--- config.mk ---
export PLATFORM = sky130hd
export DESIGN_NAME = priority_task_scheduler_top
export DESIGN_NICKNAME = d
export VERILOG_FILES = /design/src/hw/rtl/pts_pkg.sv /design/src/hw/rtl/pts_table.sv /design/src/hw/rtl/priority_task_scheduler_top.sv
export VERILOG_INCLUDE_DIRS = /design/src /design/src/hw/rtl
export SDC_FILE = /design/constraint.sdc
export NUM_CORES = 1
export LEC_CHECK = 0
export ABC_CLOCK_PERIOD_IN_PS = 10310
export BUFFER_PORTS_ARGS = -buffer_cell sky130_fd_sc_hd__buf_2
export CAP_MARGIN = 30
export CORE_ASPECT_RATIO = 0.7
export CORE_MARGIN = 3
export CORE_UTILIZATION = 55
export DETAILED_ROUTE_END_ITERATION = 10
export HOLD_SLACK_MARGIN = 0.03
export PLACE_DENSITY = 0.72
export SLEW_MARGIN = 20
export SYNTH_ARGS = -nofsm -noshare
export SYNTH_HDL_FRONTEND = slang
export SYNTH_SLANG_ARGS = --single-unit
--- constraint.sdc ---
create_clock -name clk -period 10.31 [get_ports clk]
set_clock_uncertainty 0.15 [all_clocks]
set_input_delay 1.031 -clock clk [delete_from_list [all_inputs] [get_ports clk]]
set_output_delay 1.031 -clock clk [all_outputs]
set_load 0.01 [all_outputs]
--- src/hw/rtl/priority_task_scheduler_top_macros.svh ---
// Assertion macros for the priority task scheduler.
// Expects signals clk and rst_n in the scope where a macro is used.
`ifndef PRIORITY_TASK_SCHEDULER_TOP_MACROS_SVH
`define PRIORITY_TASK_SCHEDULER_TOP_MACROS_SVH

// Same-cycle implication, checked outside reset.
`define PTS_ASSERT_IMP(lbl, ante, cons) \
  lbl: assert property (@(posedge clk) disable iff (!rst_n) (ante) |-> (cons)) \
    else $error("pts: implication check failed");

// Next-cycle implication, checked outside reset.
`define PTS_ASSERT_NXT(lbl, ante, cons) \
  lbl: assert property (@(posedge clk) disable iff (!rst_n) (ante) |=> (cons)) \
    else $error("pts: next-cycle check failed");

`endif

--- src/hw/rtl/pts_pkg.sv ---
// Package for the priority task scheduler: field widths, codes, table entry type.
// No dependencies.
`default_nettype none

package pts_pkg;

  localparam int KEY_W   = 8;
  localparam int PRIO_W  = 4;
  localparam int BURST_W = 16;
  localparam int TIME_W  = 22;

  localparam logic [TIME_W-1:0] TIME_MAX = {TIME_W{1'b1}};

  localparam int MAX_TASKS_DEF = 32;

  localparam logic MODE_ADD   = 1'b0;
  localparam logic MODE_SCHED = 1'b1;

  typedef struct packed {
    logic [KEY_W-1:0]   key;
    logic [PRIO_W-1:0]  prio;
    logic [BURST_W-1:0] burst;
  } entry_t;

endpackage

`default_nettype wire

--- src/hw/rtl/pts_table.sv ---
// Task table: single-port-write, single-port-read synchronous RAM with a registered read.
// Depends on pts_pkg.
`default_nettype none

module pts_table
  import pts_pkg::*;
#(
  parameter int DEPTH = MAX_TASKS_DEF
) (
  input  wire logic                     clk,
  input  wire logic                     wr_en,
  input  wire logic [$clog2(DEPTH)-1:0] wr_addr,
  input  wire entry_t                   wr_data,
  input  wire logic                     rd_en,
  input  wire logic [$clog2(DEPTH)-1:0] rd_addr,
  output      entry_t                   rd_data
);

  entry_t mem [DEPTH];
  entry_t rd_data_r;

  always_ff @(posedge clk) begin
    if (wr_en) begin
      mem[wr_addr] <= wr_data;
    end
    if (rd_en) begin
      rd_data_r <= mem[rd_addr];
    end
  end

  assign rd_data = rd_data_r;

endmodule

`default_nettype wire

--- src/hw/rtl/priority_task_scheduler_top.sv ---
// Priority task scheduler top level: control sequencer, result register, checks.
// Depends on pts_pkg, pts_table and priority_task_scheduler_top_macros.svh.
//
// Usage:
//   Input channel (in_*): in_mode = MODE_ADD stores a task in the next free
//   slot (dropped when the table is full); in_mode = MODE_SCHED dispatches all
//   stored tasks, highest priority first, ties to the smaller key, then to the
//   most recent add. A run emits one out_* transfer per task; out_last marks
//   the final one, which also carries the dispatcher time. The run empties
//   the table. An empty run and an add give no result.
//   Timing: a run with N tasks takes N picks, each a sweep of the table RAM
//   (N reads, one per cycle, then the read result, the end of the sweep and
//   the dispatch). New input is taken only between runs.
//   Reset: synchronous, active low; empties the table and drops any pending
//   result. No clearing pass is needed.
//   Stall: the result register holds while out_ready is low; the sweep for
//   the next pick proceeds and waits at dispatch until the register frees.
`default_nettype none
`include "priority_task_scheduler_top_macros.svh"

module priority_task_scheduler_top
  import pts_pkg::*;
#(
  parameter int MAX_TASKS = MAX_TASKS_DEF
) (
  input  wire logic               clk,
  input  wire logic               rst_n,
  input  wire logic               in_valid,
  output      logic               in_ready,
  input  wire logic               in_mode,
  input  wire logic [KEY_W-1:0]   in_task_key,
  input  wire logic [PRIO_W-1:0]  in_task_priority,
  input  wire logic [BURST_W-1:0] in_burst_length,
  output      logic               out_valid,
  input  wire logic               out_ready,
  output      logic [KEY_W-1:0]   out_task_key_res,
  output      logic [PRIO_W-1:0]  out_task_priority_res,
  output      logic [BURST_W-1:0] out_burst_length_res,
  output      logic [TIME_W-1:0]  out_start_time,
  output      logic [TIME_W-1:0]  out_finish_time,
  output      logic [TIME_W-1:0]  out_dispatcher_time,
  output      logic               out_last
);

  localparam int IDX_W = $clog2(MAX_TASKS);
  localparam int CNT_W = $clog2(MAX_TASKS + 1);

  typedef enum logic [1:0] {ST_IDLE, ST_SCAN, ST_EMIT} state_t;

  state_t               state_r, state_nxt;
  logic [CNT_W-1:0]     task_count_r, task_count_nxt;
  logic [MAX_TASKS-1:0] done_r, done_nxt;
  logic [CNT_W-1:0]     scan_idx_r, scan_idx_nxt;
  logic                 rd_vld_r, rd_vld_nxt;
  logic [IDX_W-1:0]     rd_idx_r, rd_idx_nxt;
  logic                 best_vld_r, best_vld_nxt;
  logic [IDX_W-1:0]     best_idx_r, best_idx_nxt;
  entry_t               best_r, best_nxt;
  logic [TIME_W-1:0]    time_r, time_nxt;
  logic [CNT_W-1:0]     nsent_r, nsent_nxt;
  logic                 out_valid_r, out_valid_nxt;
  entry_t               out_ent_r, out_ent_nxt;
  logic [TIME_W-1:0]    out_start_r, out_start_nxt;
  logic [TIME_W-1:0]    out_finish_r, out_finish_nxt;
  logic [TIME_W-1:0]    out_disp_r, out_disp_nxt;
  logic                 out_last_r, out_last_nxt;

  logic             wr_en;
  entry_t           wr_data;
  logic             rd_en;
  entry_t           rd_data;
  logic             in_xfer;
  logic             ld_out;
  logic             ld_last;
  logic [TIME_W:0]  fin_sum;
  logic [TIME_W-1:0] fin_sat;
  logic [TIME_W:0]  disp_sum;
  logic [TIME_W-1:0] disp_sat;
  logic [CNT_W-1:0] sent_inc;

  assign in_ready = (state_r == ST_IDLE);
  assign in_xfer  = in_valid && in_ready;

  assign wr_data.key   = in_task_key;
  assign wr_data.prio  = in_task_priority;
  assign wr_data.burst = in_burst_length;
  assign wr_en = in_xfer && (in_mode == MODE_ADD) && (task_count_r < CNT_W'(MAX_TASKS));

  assign rd_en = (state_r == ST_SCAN) && (scan_idx_r < task_count_r);

  pts_table #(
    .DEPTH (MAX_TASKS)
  ) u_table (
    .clk     (clk),
    .wr_en   (wr_en),
    .wr_addr (task_count_r[IDX_W-1:0]),
    .wr_data (wr_data),
    .rd_en   (rd_en),
    .rd_addr (scan_idx_r[IDX_W-1:0]),
    .rd_data (rd_data)
  );

  assign fin_sum  = {1'b0, time_r} + {{(TIME_W + 1 - BURST_W){1'b0}}, best_r.burst};
  assign fin_sat  = fin_sum[TIME_W] ? TIME_MAX : fin_sum[TIME_W-1:0];
  assign sent_inc = nsent_r + 1'b1;
  assign disp_sum = {1'b0, fin_sat} + {{(TIME_W + 1 - CNT_W){1'b0}}, sent_inc};
  assign disp_sat = disp_sum[TIME_W] ? TIME_MAX : disp_sum[TIME_W-1:0];

  assign ld_out  = (state_r == ST_EMIT) && (!out_valid_r || out_ready);
  assign ld_last = ld_out && (sent_inc == task_count_r);

  always_comb begin
    state_nxt      = state_r;
    task_count_nxt = task_count_r;
    done_nxt       = done_r;
    scan_idx_nxt   = scan_idx_r;
    rd_vld_nxt     = 1'b0;
    rd_idx_nxt     = scan_idx_r[IDX_W-1:0];
    best_vld_nxt   = best_vld_r;
    best_idx_nxt   = best_idx_r;
    best_nxt       = best_r;
    time_nxt       = time_r;
    nsent_nxt      = nsent_r;
    out_valid_nxt  = out_valid_r && !out_ready;
    out_ent_nxt    = out_ent_r;
    out_start_nxt  = out_start_r;
    out_finish_nxt = out_finish_r;
    out_disp_nxt   = out_disp_r;
    out_last_nxt   = out_last_r;

    case (state_r)
      ST_IDLE: begin
        if (wr_en) begin
          task_count_nxt = task_count_r + 1'b1;
        end
        if (in_xfer && (in_mode == MODE_SCHED) && (task_count_r != '0)) begin
          state_nxt    = ST_SCAN;
          scan_idx_nxt = '0;
          best_vld_nxt = 1'b0;
          time_nxt     = '0;
          nsent_nxt    = '0;
        end
      end
      ST_SCAN: begin
        if (rd_en) begin
          scan_idx_nxt = scan_idx_r + 1'b1;
          rd_vld_nxt   = 1'b1;
        end
        if (rd_vld_r && !done_r[rd_idx_r]) begin
          if (!best_vld_r || (rd_data.prio > best_r.prio) ||
              ((rd_data.prio == best_r.prio) && (rd_data.key <= best_r.key))) begin
            best_vld_nxt = 1'b1;
            best_idx_nxt = rd_idx_r;
            best_nxt     = rd_data;
          end
        end
        if (!rd_en && !rd_vld_r) begin
          state_nxt = ST_EMIT;
        end
      end
      ST_EMIT: begin
        if (ld_out) begin
          out_valid_nxt  = 1'b1;
          out_ent_nxt    = best_r;
          out_start_nxt  = time_r;
          out_finish_nxt = fin_sat;
          out_last_nxt   = ld_last;
          out_disp_nxt   = ld_last ? (disp_sat - 1'b1) : '0;
          time_nxt       = fin_sat;
          nsent_nxt      = sent_inc;
          done_nxt[best_idx_r] = 1'b1;
          if (ld_last) begin
            state_nxt      = ST_IDLE;
            task_count_nxt = '0;
            done_nxt       = '0;
          end else begin
            state_nxt    = ST_SCAN;
            scan_idx_nxt = '0;
            best_vld_nxt = 1'b0;
          end
        end
      end
      default: begin
        state_nxt = ST_IDLE;
      end
    endcase
  end

  always_ff @(posedge clk) begin
    if (!rst_n) begin
      state_r      <= ST_IDLE;
      task_count_r <= '0;
      done_r       <= '0;
      scan_idx_r   <= '0;
      rd_vld_r     <= 1'b0;
      best_vld_r   <= 1'b0;
      nsent_r      <= '0;
      out_valid_r  <= 1'b0;
    end else begin
      state_r      <= state_nxt;
      task_count_r <= task_count_nxt;
      done_r       <= done_nxt;
      scan_idx_r   <= scan_idx_nxt;
      rd_vld_r     <= rd_vld_nxt;
      best_vld_r   <= best_vld_nxt;
      nsent_r      <= nsent_nxt;
      out_valid_r  <= out_valid_nxt;
    end
    rd_idx_r     <= rd_idx_nxt;
    best_idx_r   <= best_idx_nxt;
    best_r       <= best_nxt;
    time_r       <= time_nxt;
    out_ent_r    <= out_ent_nxt;
    out_start_r  <= out_start_nxt;
    out_finish_r <= out_finish_nxt;
    out_disp_r   <= out_disp_nxt;
    out_last_r   <= out_last_nxt;
  end

  assign out_valid             = out_valid_r;
  assign out_task_key_res      = out_ent_r.key;
  assign out_task_priority_res = out_ent_r.prio;
  assign out_burst_length_res  = out_ent_r.burst;
  assign out_start_time        = out_start_r;
  assign out_finish_time       = out_finish_r;
  assign out_dispatcher_time   = out_disp_r;
  assign out_last              = out_last_r;

  `PTS_ASSERT_IMP(a_count_bound, 1'b1, task_count_r <= CNT_W'(MAX_TASKS))
  `PTS_ASSERT_IMP(a_emit_has_pick, state_r == ST_EMIT, best_vld_r)
  `PTS_ASSERT_NXT(a_run_clears, ld_last, (task_count_r == '0) && (done_r == '0))
  `PTS_ASSERT_IMP(a_disp_on_last, out_valid_r && !out_last_r, out_disp_r == '0)

endmodule

`default_nettype wire
# After elaboration in Yosys (flattened, before gate mapping)
# Memories as Yosys holds them, arrays and structs flattened. A register that Yosys moved wholly into a read port is not among the register bits.
# Index checks and enable logic that the tools add are counted.
# W data, S select, Z words.
# totals
regBits	210
ram_bits	896
input_bits	33
out_inout_bits	97
memories	1
# mem_list
memory	words	word_bits	read_ports	rd_clocked_by_memory_dff	wr	line	rtl
u_table.mem	32	28	1	1	1	pts_table.sv:19	entry_t mem [DEPTH];
# op_classes
addsub	6
n_lt_le_gt_ge	7
n_eq_ne	13
n_mux	37
bitwise_logic	2
reduce_logical	34
# op_table
cell	count
$mux W22	4
$mux W6	8
$pmux W22 S2	1
$mux W32	1
$or A32 B32 Y32	1
$pmux W6 S2	2
$add A22 B16 Y23	1
$add A22 B6 Y23	1
$sub A22 B1 Y22 const B	1
$add A6 B1 Y6 const B	3
$pmux W6 S3	1
$logic_and A1 B1 Y1	13
$mux W1	13
$lt A5 B6 Y1 const B	2
$ne A2 B1 Y1 const B	5
$reduce_and A3 Y1	3
$le A8 B8 Y1	1
$ne A2 B2 Y1 const B	4
$eq A6 B6 Y1	1
$logic_not A1 Y1	6
$lt A6 B6 Y1	1
$lt A6 B6 Y1 const B	1
$mux W2	3
$pmux W2 S3	1
18 further kinds	21

# Depth between registers and ports, before layout
# Gate-level depths: netlist of run 1.
# logic_depth
depth_word	7
ltp_mapped	31
depth_no_buf	27

# Hierarchy
# Synthesis of run 1 repeated with hierarchy kept, for this count alone.
# unflattened
hier_cells	2892
hier_area_um2	46031.6
# by_module_without_submodules
module	instances	cells_per_inst	area_each_um2	seq_area_each_um2
pts_table	1	1984	35728.0	27746.6
priority_task_scheduler_top	1	908	10303.6	5705.5

# Worst setup path after synthesis of run 1
# OpenSTA, ideal clock, no wires.
# synth_timing
path_kind	reg2reg
startpoint	register best_r[0] (netlist bit)
endpoint	register out_disp_r[18], in the netlist out_dispatcher_time[18] (data pin)
t_arrival_ns	6.175
t_required_ns	9.901
path_slack_ns	3.726
stages_incl_launch_ff	32
n_path_buf	4
cell_sequence	edfxtp_1 -> ha_1 -> fa_1 -> a211oi_1 -> o21ai_4 -> nand2_1 -> a31o_2 -> buf_2 -> buf_1 -> nand2b_1 -> ha_1 -> inv_1 -> fa_1 -> nor2b_1 -> o31a_1 -> o21ai_0 -> nor2b_1 -> clkbuf_1 -> a21o_1 -> nor4b_4 -> a21o_4 -> nand2_1 -> clkbuf_1 -> and2_1 -> ha_1 -> nand3b_1 -> nor3_1 -> nand3_1 -> a2111oi_4 -> nand3_1 -> nor2_1 -> mux2i_1
# synth_via
elab_chain_len	5
# synth_lines
item	line	rtl
start, declared	priority_task_scheduler_top.sv:58	entry_t best_r, best_nxt;
start signal, assigned	priority_task_scheduler_top.sv:211	best_r <= best_nxt;
$add A22 B16 Y23	priority_task_scheduler_top.sv:103	assign fin_sum = {1'b0, time_r} + {{(TIME_W + 1 - BURST_W){1'b0}}, best_r.burst};
$mux W22	priority_task_scheduler_top.sv:104	assign fin_sat = fin_sum[TIME_W] ? TIME_MAX : fin_sum[TIME_W-1:0];
named net fin_sat[0]	priority_task_scheduler_top.sv:76	logic [TIME_W-1:0] fin_sat;
$add A22 B6 Y23	priority_task_scheduler_top.sv:106	assign disp_sum = {1'b0, fin_sat} + {{(TIME_W + 1 - CNT_W){1'b0}}, sent_inc};
$mux W22	priority_task_scheduler_top.sv:107	assign disp_sat = disp_sum[TIME_W] ? TIME_MAX : disp_sum[TIME_W-1:0];
$sub A22 B1 Y22	priority_task_scheduler_top.sv:168	out_disp_nxt = ld_last ? (disp_sat - 1'b1) : '0;
end signal, assigned	priority_task_scheduler_top.sv:216	out_disp_r <= out_disp_nxt;
end, declared	priority_task_scheduler_top.sv:65	logic [TIME_W-1:0] out_disp_r, out_disp_nxt;
# The timed path passes the listed nets, and every way through them passes these cells.
# A chain may end at the register's enable or synchronous reset.

# Worst setup path after layout of run 1
# Same ends and word-level chain as after synthesis.

==> flow_summary.json, run 1 <==
{
  "grt_pass1_vias": 23000,
  "gp_congestion": 0.912,
  "hold_violations": 0,
  "grt_use_total_pct": 24.2,
  "synth.cell_area_um2": 45200,
  "fin_tns_setup_ns": 0,
  "gr-usage-met3_pct": 5.33,
  "dp.cells": 3409,
  "max_cap_viol_count": 0,
  "die_area_um2": 85800,
  "start_kind": "flop",
  "synth-compound-area-share_pct": 3.46,
  "fin_ws_ns": 3.03,
  "antenna_found_initial": 6,
  "wl_um": 103000,
  "grt.busiest_layer": "met2",
  "async_reset_ff_share_pct": 0,
  "post_cts_buffers": 0,
  "pin_count": 130,
  "synth_flop_cell": "edfxtp_1",
  "synthXorXnorAreaFrac_pct": 0.907,
  "outcome": "finished, final reports clean",
  "worst_hold_path_type": "reg2reg",
  "grt_max_degree": 138,
  "synth_top_family_by_area": "multiplexers",
  "ant_nets": 0,
  "postCtsHoldBufs": 0,
  "die_h_um": 246,
  "nFillCells": 5492,
  "syn-num-nets": 2346,
  "clockRootBuffer": "clkbuf_16",
  "r2r_slack_ns": 3.03,
  "stdcell_count": 3604,
  "finalCriticalPeriod_ns": 7.28,
  "seq_area_um2": 33500,
  "grt_overflow_total": 0,
  "synth_seq_cells": 1134,
  "leakage_nw": 16.0,
  "muxShareOfSynthArea_pct": 15.2,
  "dieWidth_um": 349,
  "place_ws_ns": 3.15,
  "syn2layout_area_growth_pct": 12.4,
  "drt_iter0_markers": 2694,
  "rsz0062_at_grt": "false",
  "vias_per_cell": 6.37,
  "fmax_mhz": 137,
  "slowest_delay_ns": 0.47,
  "met2_usage_pct": 37.6,
  "synth_edf_count": 1074,
  "synthAdderAreaFrac_pct": 1.36,
  "cellPowerDensity_nw_per_um2": 183,
  "finalSetupViolCount": 0,
  "maxSlewViolCount": 0,
  "dp.final_hpwl_um": 56400,
  "cts_resized": 0,
  "clock_latency_ns": 0.66,
  "htree_levels": 3,
  "netlist_instances": 2265,
  "peakVddDrop_v": 0.000175,
  "critPathCaptureType": "flop",
  "multi_input_area_um2": 11500,
  "path_common_cell": "ha_1",
  "start_util_pct": 55.9,
  "syn_avg_cell_area_um2": 20.0,
  "drive_above_1_share_pct": 28.4,
  "cts_tree": "yes",
  "path_class": "reg2reg",
  "arrival_ns": 7.55,
  "nNetsFinal": 2529,
  "synth-simple-area-share_pct": 3.89,
  "synth-seq-area-share_pct": 73.9,
  "num_vias": 23000,
  "clkSinkCount": 1134,
  "grtUsageMet1_pct": 35.2,
  "io_buffers": 129,
  "core_um2": 81000,
  "ys_warn_count": 0,
  "numCtsBuffers": 101,
  "worst_pin_slew_ns": 0.925,
  "path_clk_slew_ns": 0.07,
  "drc_errors": 0,
  "grt_pass1_wl_um": 151000,
  "rows": 87,
  "holdWs_ns": 0.269,
  "fin_crit_sh_pct": 70.7,
  "avgRoutedWirePerCell_um": 28.5,
  "relSlewSlack_pct": 38.2,
  "netlist-cell-type-count": 87,
  "clk_path_buf_depth": 3,
  "required_ns": 10.58,
  "cp_max_fo": 22,
  "crit_path_top_delay_cell": "a211oi_1",
  "firstDrtPassIters": 5
}
==> final timing paths <==
path                             from                       to  cells past startpoint
setup / recovery            best_r[0]  out_dispatcher_time[18]                     29
hold / removal    u_table.rd_data[11]               best_r[11]                      0
setup reg to reg            best_r[0]  out_dispatcher_time[18]                     29
hold reg to reg   u_table.rd_data[11]               best_r[11]                      0
==> through the flow <==
step | power, W | cell area, µm² | utilization, %
detailed placement | 0.00570 | 47500 | 58.6
floorplan | 0.00553 | 45200 | -
finish | 0.00931 | 50900 | 62.8
CTS | 0.00937 | 50700 | 62.6
global placement | 0.00568 | 47400 | 58.6
global route | 0.00961 | 50800 | 62.8
==> power breakdown <==
part	total, W	leakage [nW]	internal (W)	switching (W)
combinational	0.000499	4.26	0.000179	0.000319
sequential	0.00511	10.2	0.00509	0.0000228
clock	0.00370	1.61	0.00208	0.00162
total	0.00931	16.0	0.00734	0.00197
==> cells in the final DEF, fill, tap and decap left out, drive strengths merged, types with 30 or more instances in the layout <==
master     n
buf      183
nand3     40
a21oi     89
edfxtp  1074
nand2     52
ha        46
dfxtp     60
inv       42
nor2     136
mux4     290
clkinv    45
clkbuf   133
mux2      30
==> kinds of logic after synthesis <==
| family | after synthesis |
|---|---|
| buffers and inverters | 141 |
| XOR/XNOR | 46 |
| flip-flops | 1134 |
| adder cells (fa/ha/maj) | 48 |
| AND/OR/NAND/NOR | 353 |
| multiplexers | 322 |
| AO/OA/AOI/OAI | 221 |
==> cell usage after synthesis, types with 15 or more instances <==
cell type	instances	share of area [%]
dfxtp_1	60	2.7
edfxtp_1	1074	71
clkbuf_1	72	0.60
a21oi_1	88	0.97
ha_1	46	1.3
and3_1	15	0.21
inv_1	36	0.30
nand4_1	17	0.24
mux4_2	290	14
a21o_1	22	0.36
nand2_1	52	0.43
xor2_1	17	0.33
nor2_1	136	1.1
buf_1	18	0.15
mux2_2	28	0.70
nand3_1	39	0.43
xnor2_1	28	0.54
nor2b_1	18	0.25
o21ai_0	20	0.22
==> registers in the layout, indices dropped and copies added, names as in the netlist, 16 cells and up <==
| signal | count |
|---|---|
| out_dispatcher_time | 22 |
| best_r | 28 |
| out_finish_time | 22 |
| done_r | 32 |
| u_table.rd_data | 28 |
| out_start_time | 22 |
| u_table.mem | 896 |
| out_burst_length_res | 16 |
| time_r | 22 |
==> critical path, delay by kind of cell, from the launching register on <==
| family | cells | cell delay [ns] |
|---|---|---|
| AO/OA/AOI/OAI | 8 | 2.19 |
| adder cells (fa/ha/maj) | 5 | 1.31 |
| buffers and inverters | 3 | 0.56 |
| flip-flops | 1 | 0.39 |
| multiplexers | 1 | 0.08 |
| AND/OR/NAND/NOR | 12 | 2.33 |
==> final cells by class <==
type                    count  area share (%)
flip-flops and latches   1134            65.8
multi-input cells         990            22.6
clock buffers             133            5.47
well taps                1068            2.63
repair buffers            183            2.27
clock inverters            56           0.920
inverters                  38           0.285
diodes                      2         0.00984
==> per-layer routing <==
layer	vias to the layer above	wire [µm]
met5	-	34
met4	6	2830
met3	170	9710
met2	1152	48500
met1	12000	41500
li1	9675	-
No activity file was read; power rests on OpenSTA's default activity.
==> run 2, diff against run 1 <==
Settings changed: ABC_AREA from default to 1, ABC_CLOCK_PERIOD_IN_PS 10310 to 6500, PLACE_DENSITY 0.72 to 0.74.
Clock period 10.31 ns to 6.5 ns, I/O delays scaled along.
==> run 2 against run 1 <==
Effect of this change:
- clock power grew 62%
- wire length rose by 22%
- flip-flop and latch count unchanged
==> flow_summary.json, run 2 <==
{
  "netlist_instances": 3735,
  "dp.final_hpwl_um": 71500,
  "grtUsageMet1_pct": 41.7,
  "finalCriticalPeriod_ns": 5.68,
  "num_vias": 31100,
  "cts_tree": "yes",
  "fin_crit_sh_pct": 87.4,
  "dieWidth_um": 352,
  "wl_um": 126000,
  "switchingPower_w": 0.00649,
  "htree_levels": 3,
  "clock_latency_ns": 0.71,
  "peakVddDrop_v": 0.000255,
  "path_class": "reg2reg",
  "synth.most_common_cell": "edfxtp_1",
  "ys_warn_count": 0,
  "vias_per_cell": 6.16,
  "firstDrtPassIters": 6,
  "grt_pass1_vias": 28900,
  "async_reset_ff_share_pct": 0,
  "syn-num-nets": 3816,
  "grt_max_degree": 222,
  "clkPwrFrac_pct": 30.7,
  "relSlewSlack_pct": 34.2,
  "post_cts_buffers": 0,
  "pwr-share-comb_pct": 25.0,
  "numCtsBuffers": 104,
  "synth_flop_cell": "edfxtp_1",
  "leakage_nw": 17.7,
  "core_um2": 82800,
  "yosys-top-cells-area": "edfxtp_1 70%, o21ai_0 5.7%, nor2_1 5.1%",
  "antenna_found_initial": 13,
  "yosys-top-cells-count": "1074 x edfxtp_1, 631 x nor2_1, 522 x o21ai_0, 361 x nand2_1, 181 x inv_1",
  "top_register": "u_table.mem",
  "worst_hold_path_type": "in2reg",
  "slowest_delay_ns": 0.48,
  "crit_path_top_delay_cell": "fa_1",
  "stdcell_count": 5054,
  "met2_usage_pct": 40.1,
  "nNetsFinal": 3915,
  "die_area_um2": 87600,
  "hold_violations": 0,
  "sequentialPowerShare_pct": 44.3,
  "syn2layout_area_growth_pct": 11.9,
  "start_kind": "flop",
  "cp_max_fo": 15,
  "netlist-cell-type-count": 53,
  "ant_nets": 0,
  "grt_pass1_wl_um": 185000,
  "p_int_w": 0.0131,
  "grt.busiest_layer": "met1",
  "critPathCaptureType": "flop",
  "cts_resized": 0,
  "synth-seq-area-share_pct": 72.4,
  "largest_reg_flops": 896,
  "cellPowerDensity_nw_per_um2": 379,
  "fmax_mhz": 176,
  "switching_share_pct": 33.1,
  "maxSlewViolCount": 0,
  "finalSetupViolCount": 0,
  "io_buffers": 129,
  "clockRootBuffer": "clkbuf_16",
  "yosysTopAreaCell": "edfxtp_1",
  "final_common_cell": "edfxtp_1",
  "clkSinkCount": 1134,
  "arrival_ns": 6.00,
  "worst_pin_slew_ns": 0.988,
  "clk_path_buf_depth": 3,
  "dp.cells": 4851,
  "outcome": "finished, final reports clean",
  "start_util_pct": 55.8,
  "rows": 88,
  "yosys.area.top_type_share_pct": 69.8,
  "drive_above_1_share_pct": 11.3,
  "grt_overflow_total": 0,
  "rsz0062_at_grt": "false",
  "pin_count": 130,
  "largestRegisters": "u_table.mem (896), done_r (32)",
  "syn_avg_cell_area_um2": 12.4,
  "max_cap_viol_count": 0,
  "fin_tns_setup_ns": 0,
  "synth_edf_count": 1074,
  "grt_use_total_pct": 28.0,
  "gr-usage-met3_pct": 7.34,
  "path_clk_slew_ns": 0.06,
  "postCtsHoldBufs": 0,
  "synth_seq_cells": 1134,
  "required_ns": 6.82,
  "die_h_um": 249,
  "drc_errors": 0,
  "synth.cell_area_um2": 46200,
  "avgRoutedWirePerCell_um": 24.8,
  "gp_congestion": 0.985,
  "drt_iter0_markers": 4844,
  "final_cell_mix": "1074 x edfxtp_1, 595 x nor2_1, 522 x o21ai_0, 361 x nand2_1, 177 x inv_1"
}
[run 2: metal layers]
metal	vias up	wire length, µm
li1	13800	-
met1	15100	51600
met2	1892	54100
met3	284	15800
met4	2	4140
met5	-	12
[run 2: power groups by stage]
stage	clock, W	sequential [W]	combinational [W]
floorplan	0	0.00884	0.00308
global placement	0	0.00884	0.00468
detailed placement	0	0.00885	0.00475
CTS	0.00606	0.00869	0.00478
global route	0.00635	0.00872	0.00534
finish	0.00601	0.00870	0.00490
[run 2: final timing paths]
check / slack, ns / depth (start not counted) / end / start
worst min-delay path: 0.09 / 3 / task_count_r[0] / rst_n
worst max-delay path: 0.82 / 30 / out_dispatcher_time[20] / best_r[0]
worst max register to register: 0.82 / 30 / out_dispatcher_time[20] / best_r[0]
worst min register to register: 0.26 / 0 / best_r[2] / u_table.rd_data[2]
[run 2: cell families after synthesis]
kind of cell	after synthesis	synth area share (%)
compound gates	900	11.1
xor+xnor	23	0.436
fa+ha+maj	48	1.33
buf+inv	393	3.31
flops	1134	72.4
simple gates	1237	11.4
[run 2: layout make-up]
type	count	area [µm²]
Sequential cell	1134	33500
Fill cell	6277	31100
Multi-Input combinational cell	2208	11500
Clock buffer	130	2740
Tap cell	1125	1410
Timing Repair Buffer	193	1260
Inverter	193	739
Clock inverter	65	596
Antenna cell	6	15.0
[run 2: stage by stage]
step                worst slack, ns  total power [W]  hold WS, ns  area [µm²]  util, %
finish                        0.816           0.0196       0.0890       51700     62.5
global route                  0.353           0.0204       0.0647       51700     62.4
CTS                           0.906           0.0195       0.0515       51600     62.4
detailed placement            0.913           0.0136        0.269       48300     58.3
global placement               1.12           0.0135        0.260       48200     58.3
floorplan                      1.23           0.0119        0.203       46200        -
[run 2: worst max-delay path, delay by kind of cell (launching register included)]
family / cells / cell delay (ns)
flip-flops: 1 / 0.39
adder cells (fa/ha/maj): 5 / 1.42
AND/OR/NAND/NOR: 21 / 2.71
AO/OA/AOI/OAI: 2 / 0.58
buffers and inverters: 2 / 0.18
